--- config.mk ---
export PLATFORM = sky130hd
export DESIGN_NAME = acked_batch_sender_core
export DESIGN_NICKNAME = d
export VERILOG_FILES = /design/src/design/abs_pkg.sv /design/src/design/abs_event_core.sv /design/src/design/abs_out_reg.sv /design/src/design/acked_batch_sender_core.sv
export VERILOG_INCLUDE_DIRS = /design/src /design/src/design
export SDC_FILE = /design/constraint.sdc
export NUM_CORES = 1
export LEC_CHECK = 0
export BUFFER_PORTS_ARGS = -buffer_cell sky130_fd_sc_hd__buf_2
export CAP_MARGIN = 5
export CORE_UTILIZATION = 40
export CTS_BUF_LIST = sky130_fd_sc_hd__clkbuf_4 sky130_fd_sc_hd__clkbuf_8
export DETAILED_ROUTE_END_ITERATION = 10
export REMOVE_ABC_BUFFERS = 1
export SLEW_MARGIN = 40
export SYNTH_ARGS = -nofsm -noshare
export SYNTH_HDL_FRONTEND = slang
export SYNTH_SLANG_ARGS = --single-unit
--- constraint.sdc ---
create_clock -name clk -period 5.2 [get_ports clk]
set_input_delay 1.04 -clock clk [delete_from_list [all_inputs] [get_ports clk]]
set_output_delay 1.04 -clock clk [all_outputs]
set_load 0.02 [all_outputs]
--- src/design/acked_batch_sender_core_defines.svh ---
// Assertion macros shared by the sender design.
// Each macro expects signals named clk and rst_n in the scope of its use.
`ifndef ACKED_BATCH_SENDER_CORE_DEFINES_SVH
`define ACKED_BATCH_SENDER_CORE_DEFINES_SVH

// The consequent must hold in the same cycle as the antecedent.
`define ABS_ASSERT_SAME(label, ante, cons, msg) \
    label: assert property (@(posedge clk) disable iff (!rst_n) (ante) |-> (cons)) \
        else $error(msg);

// The consequent must hold in the cycle after the antecedent.
`define ABS_ASSERT_NEXT(label, ante, cons, msg) \
    label: assert property (@(posedge clk) disable iff (!rst_n) (ante) |=> (cons)) \
        else $error(msg);

`endif

--- src/design/abs_pkg.sv ---
package abs_pkg;

    localparam int PULSE_W    = 32;
    localparam int SEQ_W      = 8;
    localparam int REQ_W      = 3;
    localparam int OUT_CNT_W  = 32;
    localparam int IN_DATA_W  = 40;
    localparam int OUT_DATA_W = 80;

    localparam logic [SEQ_W-1:0] SEQ_FIRST = 8'd1;
    localparam logic [SEQ_W-1:0] SEQ_LAST  = 8'd255;

    typedef enum logic [REQ_W-1:0] {
        REQ_CAPTURE   = 3'd0,
        REQ_POWER_ON  = 3'd1,
        REQ_POWER_OFF = 3'd2,
        REQ_REPORT    = 3'd3,
        REQ_ACK       = 3'd4,
        REQ_RESET     = 3'd5
    } req_kind_t;

    typedef struct packed {
        logic [REQ_W-1:0]   req_type;
        logic [PULSE_W-1:0] pulse_count;
        logic [SEQ_W-1:0]   ack_seq;
    } event_t;

    typedef struct packed {
        logic [SEQ_W-1:0]     batch_seq;
        logic                 batch_samples;
        logic [OUT_CNT_W-1:0] batch_captures;
        logic [OUT_CNT_W-1:0] batch_pulses;
    } batch_t;

    // Status handed from the event logic to the output register.
    typedef struct packed {
        logic   load;
        batch_t batch;
    } result_t;

    function automatic logic [SEQ_W-1:0] seq_step(input logic [SEQ_W-1:0] seq);
        logic [SEQ_W-1:0] nxt;
        begin
            nxt = (seq == SEQ_LAST) ? SEQ_FIRST : seq + SEQ_FIRST;
            return nxt;
        end
    endfunction

endpackage

--- src/design/abs_event_core.sv ---
module abs_event_core #(
    parameter int COUNT_WIDTH = 32
) (
    input  logic             clk,
    input  logic             rst_n,
    input  logic             evt_valid,
    input  abs_pkg::event_t  evt,
    output abs_pkg::result_t result
);

    logic [COUNT_WIDTH-1:0]    running_total_reg, running_total_next;
    logic [COUNT_WIDTH-1:0]    capture_tally_reg, capture_tally_next;
    logic [COUNT_WIDTH-1:0]    acked_mark_reg, acked_mark_next;
    logic                      cutoff_valid_reg, cutoff_valid_next;
    logic [COUNT_WIDTH-1:0]    cutoff_total_reg, cutoff_total_next;
    logic [COUNT_WIDTH-1:0]    cutoff_captures_reg, cutoff_captures_next;
    logic                      batch_pending_reg, batch_pending_next;
    logic [COUNT_WIDTH-1:0]    held_pulses_reg, held_pulses_next;
    logic [COUNT_WIDTH-1:0]    held_captures_reg, held_captures_next;
    logic                      held_samples_reg, held_samples_next;
    logic [abs_pkg::SEQ_W-1:0] held_seq_reg, held_seq_next;
    logic [abs_pkg::SEQ_W-1:0] next_sequence_reg, next_sequence_next;

    logic [COUNT_WIDTH-1:0]    eff_total;
    logic [COUNT_WIDTH-1:0]    eff_captures;
    logic [COUNT_WIDTH-1:0]    new_pulses;
    logic                      new_samples;
    logic [63:0]               out_pulses_ext;
    logic [63:0]               out_captures_ext;
    logic                      emit_batch;
    abs_pkg::req_kind_t        kind;

    assign kind = abs_pkg::req_kind_t'(evt.req_type);

    // Without a frozen cutoff a data request with no batch pending freezes one on the fly.
    assign eff_total    = cutoff_valid_reg ? cutoff_total_reg : running_total_reg;
    assign eff_captures = cutoff_valid_reg ? cutoff_captures_reg : capture_tally_reg;
    assign new_pulses   = eff_total - acked_mark_reg;
    assign new_samples  = (new_pulses != '0);

    always_comb
    begin
        running_total_next   = running_total_reg;
        capture_tally_next   = capture_tally_reg;
        acked_mark_next      = acked_mark_reg;
        cutoff_valid_next    = cutoff_valid_reg;
        cutoff_total_next    = cutoff_total_reg;
        cutoff_captures_next = cutoff_captures_reg;
        batch_pending_next   = batch_pending_reg;
        held_pulses_next     = held_pulses_reg;
        held_captures_next   = held_captures_reg;
        held_samples_next    = held_samples_reg;
        held_seq_next        = held_seq_reg;
        next_sequence_next   = next_sequence_reg;
        emit_batch           = 1'b0;

        if (evt_valid)
        begin
            case (kind)
                abs_pkg::REQ_CAPTURE:
                begin
                    running_total_next = running_total_reg
                                         + COUNT_WIDTH'(64'(evt.pulse_count));
                    capture_tally_next = capture_tally_reg + COUNT_WIDTH'(1);
                end
                abs_pkg::REQ_POWER_ON:
                begin
                    cutoff_total_next    = running_total_reg;
                    cutoff_captures_next = capture_tally_reg;
                    cutoff_valid_next    = 1'b1;
                end
                abs_pkg::REQ_POWER_OFF:
                begin
                    cutoff_valid_next = 1'b0;
                end
                abs_pkg::REQ_REPORT:
                begin
                    emit_batch = 1'b1;
                    if (!batch_pending_reg)
                    begin
                        cutoff_total_next    = eff_total;
                        cutoff_captures_next = eff_captures;
                        cutoff_valid_next    = 1'b1;
                        held_pulses_next     = new_pulses;
                        held_captures_next   = eff_captures;
                        held_samples_next    = new_samples;
                        held_seq_next        = next_sequence_reg;
                        next_sequence_next   = abs_pkg::seq_step(next_sequence_reg);
                        batch_pending_next   = new_samples;
                    end
                end
                abs_pkg::REQ_ACK:
                begin
                    if (batch_pending_reg && evt.ack_seq == held_seq_reg)
                    begin
                        acked_mark_next    = acked_mark_reg + held_pulses_reg;
                        batch_pending_next = 1'b0;
                    end
                end
                abs_pkg::REQ_RESET:
                begin
                    cutoff_valid_next  = 1'b0;
                    batch_pending_next = 1'b0;
                    next_sequence_next = abs_pkg::SEQ_FIRST;
                    acked_mark_next    = running_total_reg;
                end
                default:
                begin
                end
            endcase
        end
    end

    // The result is the held batch after this event's update.
    assign out_pulses_ext   = 64'(held_pulses_next);
    assign out_captures_ext = 64'(held_captures_next);
    assign result.load                 = emit_batch;
    assign result.batch.batch_pulses   = out_pulses_ext[abs_pkg::OUT_CNT_W-1:0];
    assign result.batch.batch_captures = out_captures_ext[abs_pkg::OUT_CNT_W-1:0];
    assign result.batch.batch_samples  = held_samples_next;
    assign result.batch.batch_seq      = held_seq_next;

    always_ff @(posedge clk or negedge rst_n)
    begin
        if (!rst_n)
        begin
            running_total_reg   <= '0;
            capture_tally_reg   <= '0;
            acked_mark_reg      <= '0;
            cutoff_valid_reg    <= 1'b0;
            cutoff_total_reg    <= '0;
            cutoff_captures_reg <= '0;
            batch_pending_reg   <= 1'b0;
            held_pulses_reg     <= '0;
            held_captures_reg   <= '0;
            held_samples_reg    <= 1'b0;
            held_seq_reg        <= '0;
            next_sequence_reg   <= abs_pkg::SEQ_FIRST;
        end
        else
        begin
            running_total_reg   <= running_total_next;
            capture_tally_reg   <= capture_tally_next;
            acked_mark_reg      <= acked_mark_next;
            cutoff_valid_reg    <= cutoff_valid_next;
            cutoff_total_reg    <= cutoff_total_next;
            cutoff_captures_reg <= cutoff_captures_next;
            batch_pending_reg   <= batch_pending_next;
            held_pulses_reg     <= held_pulses_next;
            held_captures_reg   <= held_captures_next;
            held_samples_reg    <= held_samples_next;
            held_seq_reg        <= held_seq_next;
            next_sequence_reg   <= next_sequence_next;
        end
    end

endmodule

--- src/design/abs_out_reg.sv ---
module abs_out_reg (
    input  logic             clk,
    input  logic             rst_n,
    input  abs_pkg::result_t result,
    output logic             out_ready,
    output logic             out_valid,
    input  logic             out_taken,
    output abs_pkg::batch_t  out_batch
);

    logic            valid_reg;
    abs_pkg::batch_t batch_reg;

    // A new batch may load in the same cycle the previous one is taken.
    assign out_ready = !valid_reg || out_taken;
    assign out_valid = valid_reg;
    assign out_batch = batch_reg;

    always_ff @(posedge clk or negedge rst_n)
    begin
        if (!rst_n)
        begin
            valid_reg <= 1'b0;
        end
        else if (result.load)
        begin
            valid_reg <= 1'b1;
        end
        else if (out_taken)
        begin
            valid_reg <= 1'b0;
        end
    end

    always_ff @(posedge clk)
    begin
        if (result.load)
        begin
            batch_reg <= result.batch;
        end
    end

endmodule

--- src/design/acked_batch_sender_core.sv ---
// Channel    Direction  tdata                                        tuser
// s_axis     in         pulse_count[31:0] ack_seq[39:32]             req_type[2:0]
// m_axis     out        batch_pulses[31:0] batch_captures[63:32]     none
//                       batch_samples[64] batch_seq[72:65]
// One event is taken per cycle while no data request is stalled. An event is held in the
// input register and applied to the link state as it leaves it; a data request's batch is
// loaded into the output register at that same edge, from which m_axis offers it.
// A held batch in the output register stalls only a data request behind it, and with
// it the input; other events keep flowing. Reset is asynchronous and clears every
// counter and flag, with the sequence restarting at 1.
`include "acked_batch_sender_core_defines.svh"

module acked_batch_sender_core #(
    parameter int COUNT_WIDTH = 32
) (
    input  logic        clk,
    input  logic        rst_n,
    input  logic        s_axis_tvalid,
    output logic        s_axis_tready,
    input  logic [39:0] s_axis_tdata,   // pulse_count, ack_seq
    input  logic [2:0]  s_axis_tuser,   // req_type
    output logic        m_axis_tvalid,
    input  logic        m_axis_tready,
    output logic [79:0] m_axis_tdata    // batch_pulses, batch_captures, batch_samples,
                                        // batch_seq, zero fill
);

    logic             in_valid_reg;
    abs_pkg::event_t  in_item_reg;
    logic             advance;
    logic             out_ready;
    logic             out_taken;
    abs_pkg::result_t result;
    abs_pkg::batch_t  out_batch;
    logic             is_request;

    assign is_request    = (abs_pkg::req_kind_t'(in_item_reg.req_type) == abs_pkg::REQ_REPORT);
    assign advance       = in_valid_reg && (!is_request || out_ready);
    assign s_axis_tready = !in_valid_reg || advance;
    assign out_taken     = m_axis_tvalid && m_axis_tready;

    always_ff @(posedge clk or negedge rst_n)
    begin
        if (!rst_n)
        begin
            in_valid_reg <= 1'b0;
        end
        else if (s_axis_tready)
        begin
            in_valid_reg <= s_axis_tvalid;
        end
    end

    always_ff @(posedge clk)
    begin
        if (s_axis_tready && s_axis_tvalid)
        begin
            in_item_reg.req_type    <= s_axis_tuser;
            in_item_reg.pulse_count <= s_axis_tdata[31:0];
            in_item_reg.ack_seq     <= s_axis_tdata[39:32];
        end
    end

    abs_event_core #(
        .COUNT_WIDTH(COUNT_WIDTH)
    ) u_event_core (
        .clk      (clk),
        .rst_n    (rst_n),
        .evt_valid(advance),
        .evt      (in_item_reg),
        .result   (result)
    );

    abs_out_reg u_out_reg (
        .clk      (clk),
        .rst_n    (rst_n),
        .result   (result),
        .out_ready(out_ready),
        .out_valid(m_axis_tvalid),
        .out_taken(out_taken),
        .out_batch(out_batch)
    );

    assign m_axis_tdata = {7'd0, out_batch.batch_seq, out_batch.batch_samples,
                           out_batch.batch_captures, out_batch.batch_pulses};

    `ABS_ASSERT_SAME(a_seq_nonzero, m_axis_tvalid, m_axis_tdata[72:65] != 8'd0,
        "batch sequence number is zero")
    `ABS_ASSERT_SAME(a_empty_no_pulses, m_axis_tvalid && !m_axis_tdata[64],
        m_axis_tdata[31:0] == 32'd0, "empty batch carries pulses")
    `ABS_ASSERT_SAME(a_stall_blocks_input, in_valid_reg && !advance, !s_axis_tready,
        "input taken while the held event is stalled")
    `ABS_ASSERT_NEXT(a_request_loads_output, advance && is_request, m_axis_tvalid,
        "data request left no batch in the output register")

endmodule

# Yosys cells after proc, flatten, opt, wreduce, memory -nomap -nowiden
# Index checks and enable logic that the tools add are counted.
[word_totals] register_bits=361 latchBits=0 ramBits=0 rom_bits=0 in_bits=47 output_inout_bits=82 elab_cells=92 memories=0
[classes] addsub=5 multipliers=0 div=0 order_cmp=0 eq_ne=9 shifts=0 mux=32 n_bitwise=0 n_reduce_logical=25
[ops] cell="32-bit 2-to-1 mux" count=11
[ops] cell="32-bit case mux with 2 select lines" count=3
[ops] cell="32-bit adder" count=2
[ops] cell="8-bit 2-to-1 mux" count=5
[ops] cell="32-bit by 1-bit adder with 32-bit output (second input constant)" count=1
[ops] cell="32-bit nonzero test" count=1
[ops] cell="32-bit subtractor" count=1
[ops] cell="8-bit case mux with 2 select lines" count=1
[ops] cell="3-bit AND reduction" count=5
[ops] cell="1-bit 2-to-1 mux" count=10
[ops] cell="8-bit by 1-bit adder with 8-bit output (second input constant)" count=1
[ops] cell="8-bit equality test" count=1
[ops] cell="8-bit equality test (second input constant)" count=1
[ops] cell="2-bit nonzero test" count=4
[ops] cell="3-bit by 2-bit equality test with 1-bit output (second input constant)" count=2
[ops] cell="3-bit equality test (second input constant)" count=2
[ops] cell="1-bit case mux with 3 select lines" count=2
[ops] cell="3-bit nonzero test" count=2
[ops] cell="1-bit logical AND" count=4
[ops] cell="3-bit by 1-bit equality test with 1-bit output (second input constant)" count=1
[ops] cell="1-bit zero test" count=3
[ops] cell="3-bit zero test" count=1
[ops] cell="1-bit logical OR" count=3
[ops] cell="2-bit by 1-bit inequality test with 1-bit output (second input constant)" count=1
[ops] cell="other kinds (3)" count=3

# Depth between registers and ports, before layout
# Gate-level depths: netlist (run 1).
[logic_depth] word_depth=6 mapped_depth=18 depth_no_buf=15

# Modules after synthesis
# Synthesis (run 1) repeated with hierarchy kept, for this count alone.
[hier_totals] cells_unflattened=1776 area_unflattened_um2=18889.4
[modules_own_cells] module="abs_event_core" n_inst=1 cells_per_inst=1642 area_per_inst_um2=15229.6
[modules_own_cells] module="abs_out_reg" n_inst=1 cells_per_inst=76 area_per_inst_um2=2239.6
[modules_own_cells] module="acked_batch_sender_core" n_inst=1 cells_per_inst=58 area_per_inst_um2=1420.1

# Worst setup path before layout (run 1)
# OpenSTA, ideal clock, no wires.
[synth_timing] path_type="input to register" startpoint="input m_axis_tready" endpoint="register u_out_reg.batch_reg (netlist bit u_out_reg.out_batch[30]) (data pin)" setup_ns=0.278 t_arrival_ns=5.430 required_time_ns=4.922 slack_ns=-0.508 path_stages=6 cell_sequence="nor2b_1 nor2_1 nand2_1 clkbuf_1 nand2_1 o21ai_0"
[synth_lines] item="start: declaration" line="acked_batch_sender_core.sv:23" source="input logic m_axis_tready,"
[synth_lines] item="end signal: assignment" line="abs_out_reg.sv:39" source="batch_reg <= result.batch;"
[synth_lines] item="end: declaration" line="abs_out_reg.sv:12" source="abs_pkg::batch_t batch_reg;"

==> flow_summary.yaml, run 1 <==
worst_setup_path:
  path_cells: "mux2_2 -> ha_1 -> or4_1 -> o22a_1 -> a311o_1 -> a31o_1 -> xor2_1 -> or3_1 -> and4bb_1 -> and4bb_1 -> nand4b_1 -> mux2_2"
  crit_family: "simple AND/OR/NAND/NOR gates"
  critical-path-max-stage-delay_ns: 0.75
  cp_max_fo: 32
  r2r_slack_ns: 0.62
  r2r_end: "u_out_reg.out_batch[64]"
  start_kind: "flop"
  reg2reg_depth: 12
  path_class: "reg -> reg"
  required_ns: 5.59
  crit_slowest_cell: "dfrtp_4"
  r2r_start: "u_event_core.cutoff_valid_reg"
  end_kind: "flop"
  arrival_ns: 4.97
  worst-path-buf-inv: 0
clock_network:
  cts-root-buf: "clkbuf_8"
  clockBufferDepth: 3
  cts_tree: "yes"
  clk-insertion-delay-late_ns: 0.66
  htreeDepth: 3
  hold_buffers: 0
  cts_resized: 0
  path_clk_slew_ns: 0.06
  clock-sinks: 361
  numCtsBuffers: 67
  postCtsSetupBuffers: 0
detailed_routing:
  first_iter_violations: 789
  antenna_left: 0
  drcViolationCount: 0
  wl_per_cell_um: 17.8
  num_vias: 13298
  routed_wl_um: 44900
  first_pass_iters: 5
  routed_via_density: 5.27
placement:
  placed_cell_area_um2: 19900
  dpl.hpwl_um: 31600
  place_congestion: 0.916
  port_buffers: 121
synth:
  yosys_warnings: 0
  yosysSeqAreaShare: 0.520
  synth_edf_count: 116
  synth_cell_types: 72
  postSynthAreaPerCell_um2: 10.8
  synth_top_cell_by_area: "dfrtp_1"
  syn_area_um2: 18500
  synthCells: 1717
  ys.flop_type: "dfrtp_1"
  synth-seq-cells: 361
  ys_top_cells_by_area: "dfrtp_1 33%, edfxtp_1 19%, ha_1 6.6%"
  async_flop_share: 0.679
  synth_top_area_frac: 0.330
sta:
  min_period_ns: 4.58
  fin_skew_ns: 0.0378
  hold_viol_final: 0
  worst_slew_pin_slew_ns: 0.791
  relSlewSlack: 0.459
  setup_viol_count_final: 0
  rsz0062_at_grt: "no"
  fin_tns_setup_ns: 0
  timing.final.crit_share: 0.881
  slew_viol_final: 0
  max_freq_mhz: 218
pwr:
  vdd_drop_max_uv: 276
  power_density_nw_per_um2: 629
  leakage_nw: 9.52
layout:
  nets: 2017
  fillers: 4286
  final_core_util: 0.471
  area_growth_syn_to_layout_pct: 15.7
  stdcell_area_um2: 21400
  final_layout_size_suffix_gt1_frac: 0.196
  largest_reg_flops: 73
global_route:
  grtUsageTotal: 0.194
  antenna_found_initial: 0
  overflow: 0
  grt_pass1_wl_um: 71300
  grt_start_max_net_pins: 75
  first_global_vias: 13161
floorplanning:
  die_y_um: 217
  design.die.area_um2: 47100
  initial_core_util: 0.407
  fp.dieW_um: 217
  ios: 129
  placement_rows: 78
  core_area_um2: 45500
job:
  max_cap_viol_count: 0
status:
  outcome: "completed"
min_path:
  hold_path_class: "in -> async"
through the flow:
step / hold WS (ns) / worst slack, ns / cells / power (mW)
CTS: 0.300 / 0.629 / 2523 / 13.5
global placement: 0.475 / 0.732 / 2397 / 10.3
finish: 0.325 / 0.620 / 2524 / 13.5
detailed placement: 0.482 / 0.663 / 2400 / 10.4
floorplan: 0.457 / -1.91 / 1661 / 8.86
global route: 0.335 / 0.452 / 2523 / 14.5
cells by family (layout without fill, tap and decap cells):
kind of cell | Yosys count | in the layout | share of synthesized area
buffers and inverters | 123 | 323 | 0.0264
AO/OA/AOI/OAI | 403 | 403 | 0.131
other | 1 | 8 | 0.000203
flip-flops | 361 | 361 | 0.520
AND/OR/NAND/NOR | 470 | 470 | 0.116
adder cells (fa/ha/maj) | 101 | 101 | 0.0695
XOR/XNOR | 127 | 127 | 0.0601
multiplexers | 131 | 131 | 0.0774
how the worst max path moves through the flow:
stage	startpoint	endpoint	slack, ns	cells past startpoint
floorplan	u_event_core.cutoff_valid_reg	u_event_core.cutoff_captures_reg[0]	-1.91	2
global placement	u_event_core.cutoff_valid_reg	u_out_reg.out_batch[64]	0.73	12
detailed placement	u_event_core.cutoff_valid_reg	u_out_reg.out_batch[64]	0.66	12
CTS	u_event_core.cutoff_valid_reg	u_out_reg.out_batch[64]	0.63	12
global route	u_event_core.cutoff_valid_reg	u_out_reg.out_batch[64]	0.45	12
finish	u_event_core.cutoff_valid_reg	u_out_reg.out_batch[64]	0.62	12
routing by layer:
metal  up-vias  track usage  wire [µm]  share of wire
li1       6459            -          -              -
met1      6416        0.259      20800           0.46
met2       322        0.305      20500           0.46
met3       101       0.0384       1950          0.043
met4         0       0.0864       1680          0.037
met5         -            0          0              0
final cells by class:
type                    count  area, µm²  share of cell area
diodes                      1       2.50            0.000117
clock buffers             101       1280              0.0597
clock inverters            22        239              0.0112
inverters                  61        229              0.0107
multi-input cells        1239       8490               0.396
flip-flops and latches    361       9620               0.449
well taps                 600        751              0.0351
repair buffers            139        802              0.0375
cell usage after synthesis (3+ instances only):
cell        n
and3_1     12
a21oi_1   116
nand4_1    20
o221ai_1    8
clkbuf_1   49
nor3_1     19
nand2b_1   13
nor4b_1     3
ha_1       98
nor3b_1     3
o31ai_1     6
a31oi_1    12
inv_1      60
and2_1     10
o21a_1     13
buf_1       6
a21o_1     40
a221oi_1    4
or2_2       4
nor4_1      4
edfxtp_1  116
a31o_2      3
o21ai_0   137
nor2b_1    11
a211oi_1    8
buf_4       7
nor2_1    101
o21ai_1     3
xor2_1     58
nand3_1    34
mux2i_1    34
a211o_1     3
nand2_1   216
or4_1       4
dfrtp_1   244
o21bai_1   11
mux2_2     97
fa_1        3
xnor2_1    69
o211ai_1   12
and4_1      4
a21boi_0    3
power breakdown:
group | internal (mW) | switching, mW | leakage, nW
clock network | 1.75 | 1.27 | 0.797
registers | 3.69 | 0.578 | 4.20
logic | 2.63 | 3.54 | 4.52
layout by cell type, fill, tap and decap left out, types with 40 or more instances in the layout:
master / n
dfrtp_1: 243
nand2_1: 214
o21ai_0: 137
buf_2: 120
edfxtp_1: 116
a21oi_1: 115
nor2_1: 100
ha_1: 98
mux2_2: 97
clkbuf_8: 83
xnor2_1: 69
inv_1: 60
xor2_1: 58
a21o_1: 40
Power figures use the tool's default switching activity.
==> run 2, diff against run 1 <==
Clock period 5.2 ns to 5.9 ns, I/O delays scaled along.
==> run 2 against run 1 <==
Effect of this change: global-route usage up 0.26 points; combinational power down 12%; cell count about the same; largest power group unchanged.
==> flow_summary.yaml, run 2 (synthesis gave the netlist of run 1 again) <==
pwr:
  power_density_nw_per_um2: 556
  pwr-share-clk: 0.225
  p_int_mw: 7.15
  leakage_nw: 9.52
  finalPower_mw: 11.9
  comb_power_share: 0.458
  vdd_drop_max_uv: 213
  pwr-share-seq: 0.317
  switchingPower_mw: 4.75
  p_sw_frac: 0.399
worst_setup_path:
  worst-path-buf-inv: 0
  cp_max_fo: 32
  required_ns: 6.30
  start_kind: "flop"
  path_cells: "mux2_2 -> ha_1 -> or4_1 -> o22a_1 -> a311o_1 -> a31o_1 -> xor2_1 -> or3_1 -> and4bb_1 -> and4bb_1 -> nand4b_1 -> mux2_2"
  critical-path-max-stage-delay_ns: 0.78
  arrival_ns: 5.05
  crit_slowest_cell: "dfrtp_4"
  path_class: "reg -> reg"
  end_kind: "flop"
  crit_family: "simple AND/OR/NAND/NOR gates"
floorplanning:
  design.die.area_um2: 47100
  placement_rows: 78
  initial_core_util: 0.407
  core_area_um2: 45500
  fp.dieW_um: 217
  die_y_um: 217
  ios: 129
layout:
  insertedDiodeCount: 0
  largest_reg_flops: 73
  layout_common_cells: "243 x dfrtp_1, 214 x nand2_1, 137 x o21ai_0, 120 x buf_2, 116 x edfxtp_1"
  fillers: 4248
  regArea_um2: 9620
  area_growth_syn_to_layout_pct: 15.6
  final_layout_size_suffix_gt1_frac: 0.196
  final_core_util: 0.470
  final_common_cell: "dfrtp_1"
  stdcell_area_um2: 21400
  nets: 2015
  multi_input_area_um2: 8480
detailed_routing:
  routed_wl_um: 44900
  num_vias: 13287
  antenna_left: 0
  routed_via_density: 5.27
  wl_per_cell_um: 17.8
  first_iter_violations: 989
  first_pass_iters: 7
  drcViolationCount: 0
sta:
  max_freq_mhz: 215
  setup_viol_count_final: 0
  worst_slew_pin_slew_ns: 0.834
  hold_viol_final: 0
  relSlewSlack: 0.444
  fin_tns_setup_ns: 0
  fin_skew_ns: 0.0318
  min_period_ns: 4.66
  rsz0062_at_grt: "no"
  timing.final.crit_share: 0.789
  slew_viol_final: 0
global_route:
  grtUsageTotal: 0.197
  grt_pass1_wl_um: 72500
  grtUsageMet1: 0.267
  use_met3: 0.0319
  busiest_layer: "met2"
  first_global_vias: 13304
  grt_start_max_net_pins: 96
  use_met2: 0.313
  antenna_found_initial: 0
  overflow: 0
clock_network:
  clk-insertion-delay-late_ns: 0.65
  numCtsBuffers: 67
  cts_tree: "yes"
  clock-sinks: 361
  hold_buffers: 0
  htreeDepth: 3
  path_clk_slew_ns: 0.07
  postCtsSetupBuffers: 0
  cts_resized: 0
  cts-root-buf: "clkbuf_8"
  clockBufferDepth: 3
placement:
  place_congestion: 0.909
  placed_cell_area_um2: 19800
  port_buffers: 121
  dpl.hpwl_um: 31200
job:
  max_cap_viol_count: 0
status:
  outcome: "completed"
min_path:
  hold_path_class: "in -> async"
-- run 2: changes by cell type in the layout (fill, tap and decap cells not counted), sizes merged --
cell / previous run / this run
clkbuf: 101 / 100
inv: 64 / 65
diode: 1 / 0
bufinv: 3 / 4
buf: 139 / 137
-- run 2: metrics by stage --
stage / setup WS (ns) / hold WS (ns) / instances
finish: 1.24 / 0.414 / 2522
detailed placement: 1.30 / 0.487 / 2396
CTS: 1.29 / 0.499 / 2520
floorplan: -1.21 / 0.457 / 1661
global route: 1.07 / 0.408 / 2522
global placement: 1.39 / 0.478 / 2396
-- run 2: layout make-up --
class / count / share of cell area
flip-flops and latches: 361 / 0.450
multi-input cells: 1239 / 0.397
clock buffers: 100 / 0.0594
repair buffers: 137 / 0.0366
well taps: 600 / 0.0351
clock inverters: 24 / 0.0119
inverters: 61 / 0.0107
-- run 2: worst paths after layout --
check	end	slack (ns)	cells past startpoint	startpoint
setup / recovery	u_out_reg.out_batch[64]	1.24	12	u_event_core.cutoff_valid_reg
hold / removal	u_event_core.acked_mark_reg[2]	0.41	1	rst_n
setup reg to reg	u_out_reg.out_batch[64]	1.24	12	u_event_core.cutoff_valid_reg
hold reg to reg	u_event_core.capture_tally_reg[31]	0.49	1	u_event_core.capture_tally_reg[31]
max in group asynchronous	u_event_core.cutoff_captures_reg[29]	4.64	2	rst_n
min in group clk	u_event_core.capture_tally_reg[31]	0.49	1	u_event_core.capture_tally_reg[31]
-- run 2: metal layers --
metal / wire, µm / vias to the layer above
met4: 1210 / 0
met1: 20900 / 6453
met5: 0 / -
met2: 20700 / 314
met3: 2080 / 72
li1: - / 6448
-- run 2: power groups by stage --
stage | combinational [mW] | sequential, mW | clock [mW]
final | 5.45 | 3.77 | 2.68
after global routing | 6.10 | 3.84 | 2.89
after CTS | 5.40 | 3.77 | 2.77
after detailed placement | 5.37 | 3.80 | 0
after global placement | 5.29 | 3.79 | 0
after floorplan | 4.17 | 3.63 | 0
==> run 3, diff against run 2 <==
Settings changed: ABC_AREA from default to 1.
Clock period 5.9 ns to 4.88 ns, I/O delays scaled along.
==> run 3 against run 2 <==
Effect of this change: clock power grew 16%; combinational power up 50%; sequential power up 20%; sequential cell count unchanged; worst hold slack worse by 0.18 ns; via count increased by 41%; register-to-register slack lost 0.14 ns; synthesized cell count grew 61%; synthesized area is 14% higher; critical path depth up 5; setup slack got worse by 0.14 ns; critical path type unchanged; core utilization fell by 0.74 points.
==> flow_summary.yaml, run 3 <==
placement:
  port_buffers: 121
  pre_cts_ws_ns: 1.21
  dpl.hpwl_um: 50000
  place_congestion: 0.948
sta:
  setup_viol_count_final: 0
  rsz0062_at_grt: "no"
  relSlewSlack: 0.410
  setup_slack_ns: 1.10
  hold_viol_final: 0
  hold_slack_ns: 0.235
  timing.final.crit_share: 0.774
  max_freq_mhz: 265
  worst_slew_pin_slew_ns: 0.877
  slew_viol_final: 0
  min_period_ns: 3.78
  fin_skew_ns: 0.0375
global_route:
  first_global_vias: 17868
  antenna_found_initial: 1
  overflow: 0
  grt_pass1_wl_um: 102000
  grt_start_max_net_pins: 87
  grtUsageTotal: 0.250
detailed_routing:
  antenna_left: 0
  drcViolationCount: 0
  wl_met2_um: 27300
  highest_layer: "met4"
  first_iter_violations: 1469
  first_pass_iters: 5
  wl_per_cell_um: 18.2
  wl_met1_um: 32900
  num_vias: 18677
  routed_wl_um: 65900
  wl_met3_um: 3900
  routed_via_density: 5.15
layout:
  area_growth_syn_to_layout_pct: 13.3
  final_common_cell: "nand2_1"
  layout_common_cells: "894 x nand2_1, 319 x inv_1, 243 x dfrtp_1, 242 x nor2_1, 187 x o21ai_0"
  nets: 3041
  largest_reg_flops: 73
  final_layout_size_suffix_gt1_frac: 0.0991
floorplanning:
  core_area_um2: 51700
  die_y_um: 232
  placement_rows: 83
  ios: 129
  design.die.area_um2: 53800
  initial_core_util: 0.409
  fp.dieW_um: 232
synth:
  postSynthAreaPerCell_um2: 7.67
  ys.flop_type: "dfrtp_1"
  synth_top_area_frac: 0.289
  async_flop_share: 0.679
  synth_cell_types: 52
  synth_most_common_cell: "nand2_1"
  synth-seq-cells: 361
  synth_edf_count: 116
  synthCells: 2756
  ys_top_cells_by_area: "dfrtp_1 29%, edfxtp_1 16%, nand2_1 16%"
  synth_top_cell_by_area: "dfrtp_1"
  synth_common_cells: "894 x nand2_1, 321 x inv_1, 244 x dfrtp_1, 244 x nor2_1, 187 x o21ai_0"
  yosys_warnings: 0
  syn_area_um2: 21100
  yosysSeqAreaShare: 0.455
clock_network:
  htreeDepth: 3
  clockBufferDepth: 3
  postCtsSetupBuffers: 0
  clk-insertion-delay-late_ns: 0.66
  path_clk_slew_ns: 0.06
  cts_tree: "yes"
  clock-sinks: 361
  hold_buffers: 0
  cts-root-buf: "clkbuf_8"
  cts_resized: 0
  numCtsBuffers: 67
worst_setup_path:
  start_kind: "flop"
  cp_max_fo: 28
  critical-path-max-stage-delay_ns: 0.66
  path_cells: "o21ai_0 -> ha_1 -> nand2_1 -> nor2_1 -> nand3_1 -> nand3_1 -> nand2_1 -> nand2_1 -> nand2_1 -> nand2_1 -> nand2_1 -> nor2_1 -> nand2_1 -> nor2_1 -> nand4_1 -> nand2_1 -> inv_1"
  path_common_cell: "nand2_1"
  crit_slowest_cell: "dfrtp_2"
  arrival_ns: 4.17
  reg2reg_depth: 17
  path_class: "reg -> reg"
  required_ns: 5.27
  end_kind: "flop"
job:
  max_cap_viol_count: 0
pwr:
  finalPower_mw: 15.8
  leakage_nw: 11.6
  vdd_drop_max_uv: 264
  power_density_nw_per_um2: 661
min_path:
  hold_path_class: "in -> async"
status:
  outcome: "completed"
-- run 3: changes by cell type after synthesis, sizes merged, moves of 13 or more --
cell,change
mux2,-97
nor2,+147
a31oi,+58
nand2b,-13
nand3,+81
inv,+272
mux2i,-34
a21o,-25
nand2,+678
o21ai,+56
xnor2,-55
buf,+18
nor3,+22
-- run 3: cells by family after synthesis --
family                   Yosys count  synth area share
AO/OA/AOI/OAI                    461             0.123
XOR/XNOR                          61            0.0253
adder cells (fa/ha/maj)          101            0.0609
buffers and inverters            417            0.0768
flip-flops                       361             0.455
other                              1          0.000177
AND/OR/NAND/NOR                 1354             0.259
-- run 3: power by group --
| part | total (mW) | internal, mW | switching [mW] |
|---|---|---|---|
| registers | 4.53 | 3.90 | 0.630 |
| logic | 8.18 | 2.61 | 5.57 |
| clock network | 3.11 | 1.74 | 1.38 |
| total | 15.8 | 8.24 | 7.58 |
-- run 3: final timing paths --
path	from	endpoint	slack, ns
hold / removal	rst_n	u_event_core.running_total_reg[16]	0.24
setup reg to reg	u_event_core.cutoff_valid_reg	u_out_reg.out_batch[64]	1.10
setup / recovery	u_event_core.cutoff_valid_reg	u_out_reg.out_batch[64]	1.10
min in group clk	u_event_core.held_captures_reg[31]	u_event_core.held_captures_reg[31]	0.46
hold reg to reg	u_event_core.held_captures_reg[31]	u_event_core.held_captures_reg[31]	0.46
max in group asynchronous	rst_n	u_event_core.cutoff_captures_reg[0]	3.42
-- run 3: layer usage --
layer / track usage / up-vias
li1: - / 9293
met1: 0.381 / 8752
met2: 0.356 / 546
met3: 0.0368 / 86
met4: 0.0913 / 0
met5: 0 / -
-- run 3: per-stage QoR --
step / area [µm²] / instances / TNS [ns] / utilization
after floorplan: 20800 / 2678 / -342.26 / -
after global placement: 22500 / 3503 / 0 / 0.435
after detailed placement: 22500 / 3504 / 0 / 0.435
after CTS: 23900 / 3627 / 0 / 0.463
after global routing: 23900 / 3628 / 0 / 0.463
final: 23900 / 3628 / 0 / 0.463
-- run 3: final cells by class --
type / count / area, µm²
fill: 5206 / 27800
multi-input combinational: 1984 / 9940
sequential: 361 / 9620
inverter: 333 / 1250
clock buffer: 91 / 1130
timing repair buffer: 146 / 861
tap: 680 / 851
clock inverter: 32 / 293
antenna: 1 / 2.50
-- run 3: worst max-delay path: cells and delay by family (launching register included) --
family | cells | cell delay, ns
AOI/OAI and AO/OA | 1 | 0.35
adders and majority gates | 1 | 0.46
buffers and inverters | 1 | 0.05
DFF | 1 | 0.66
and+or+nand+nor | 14 | 1.99
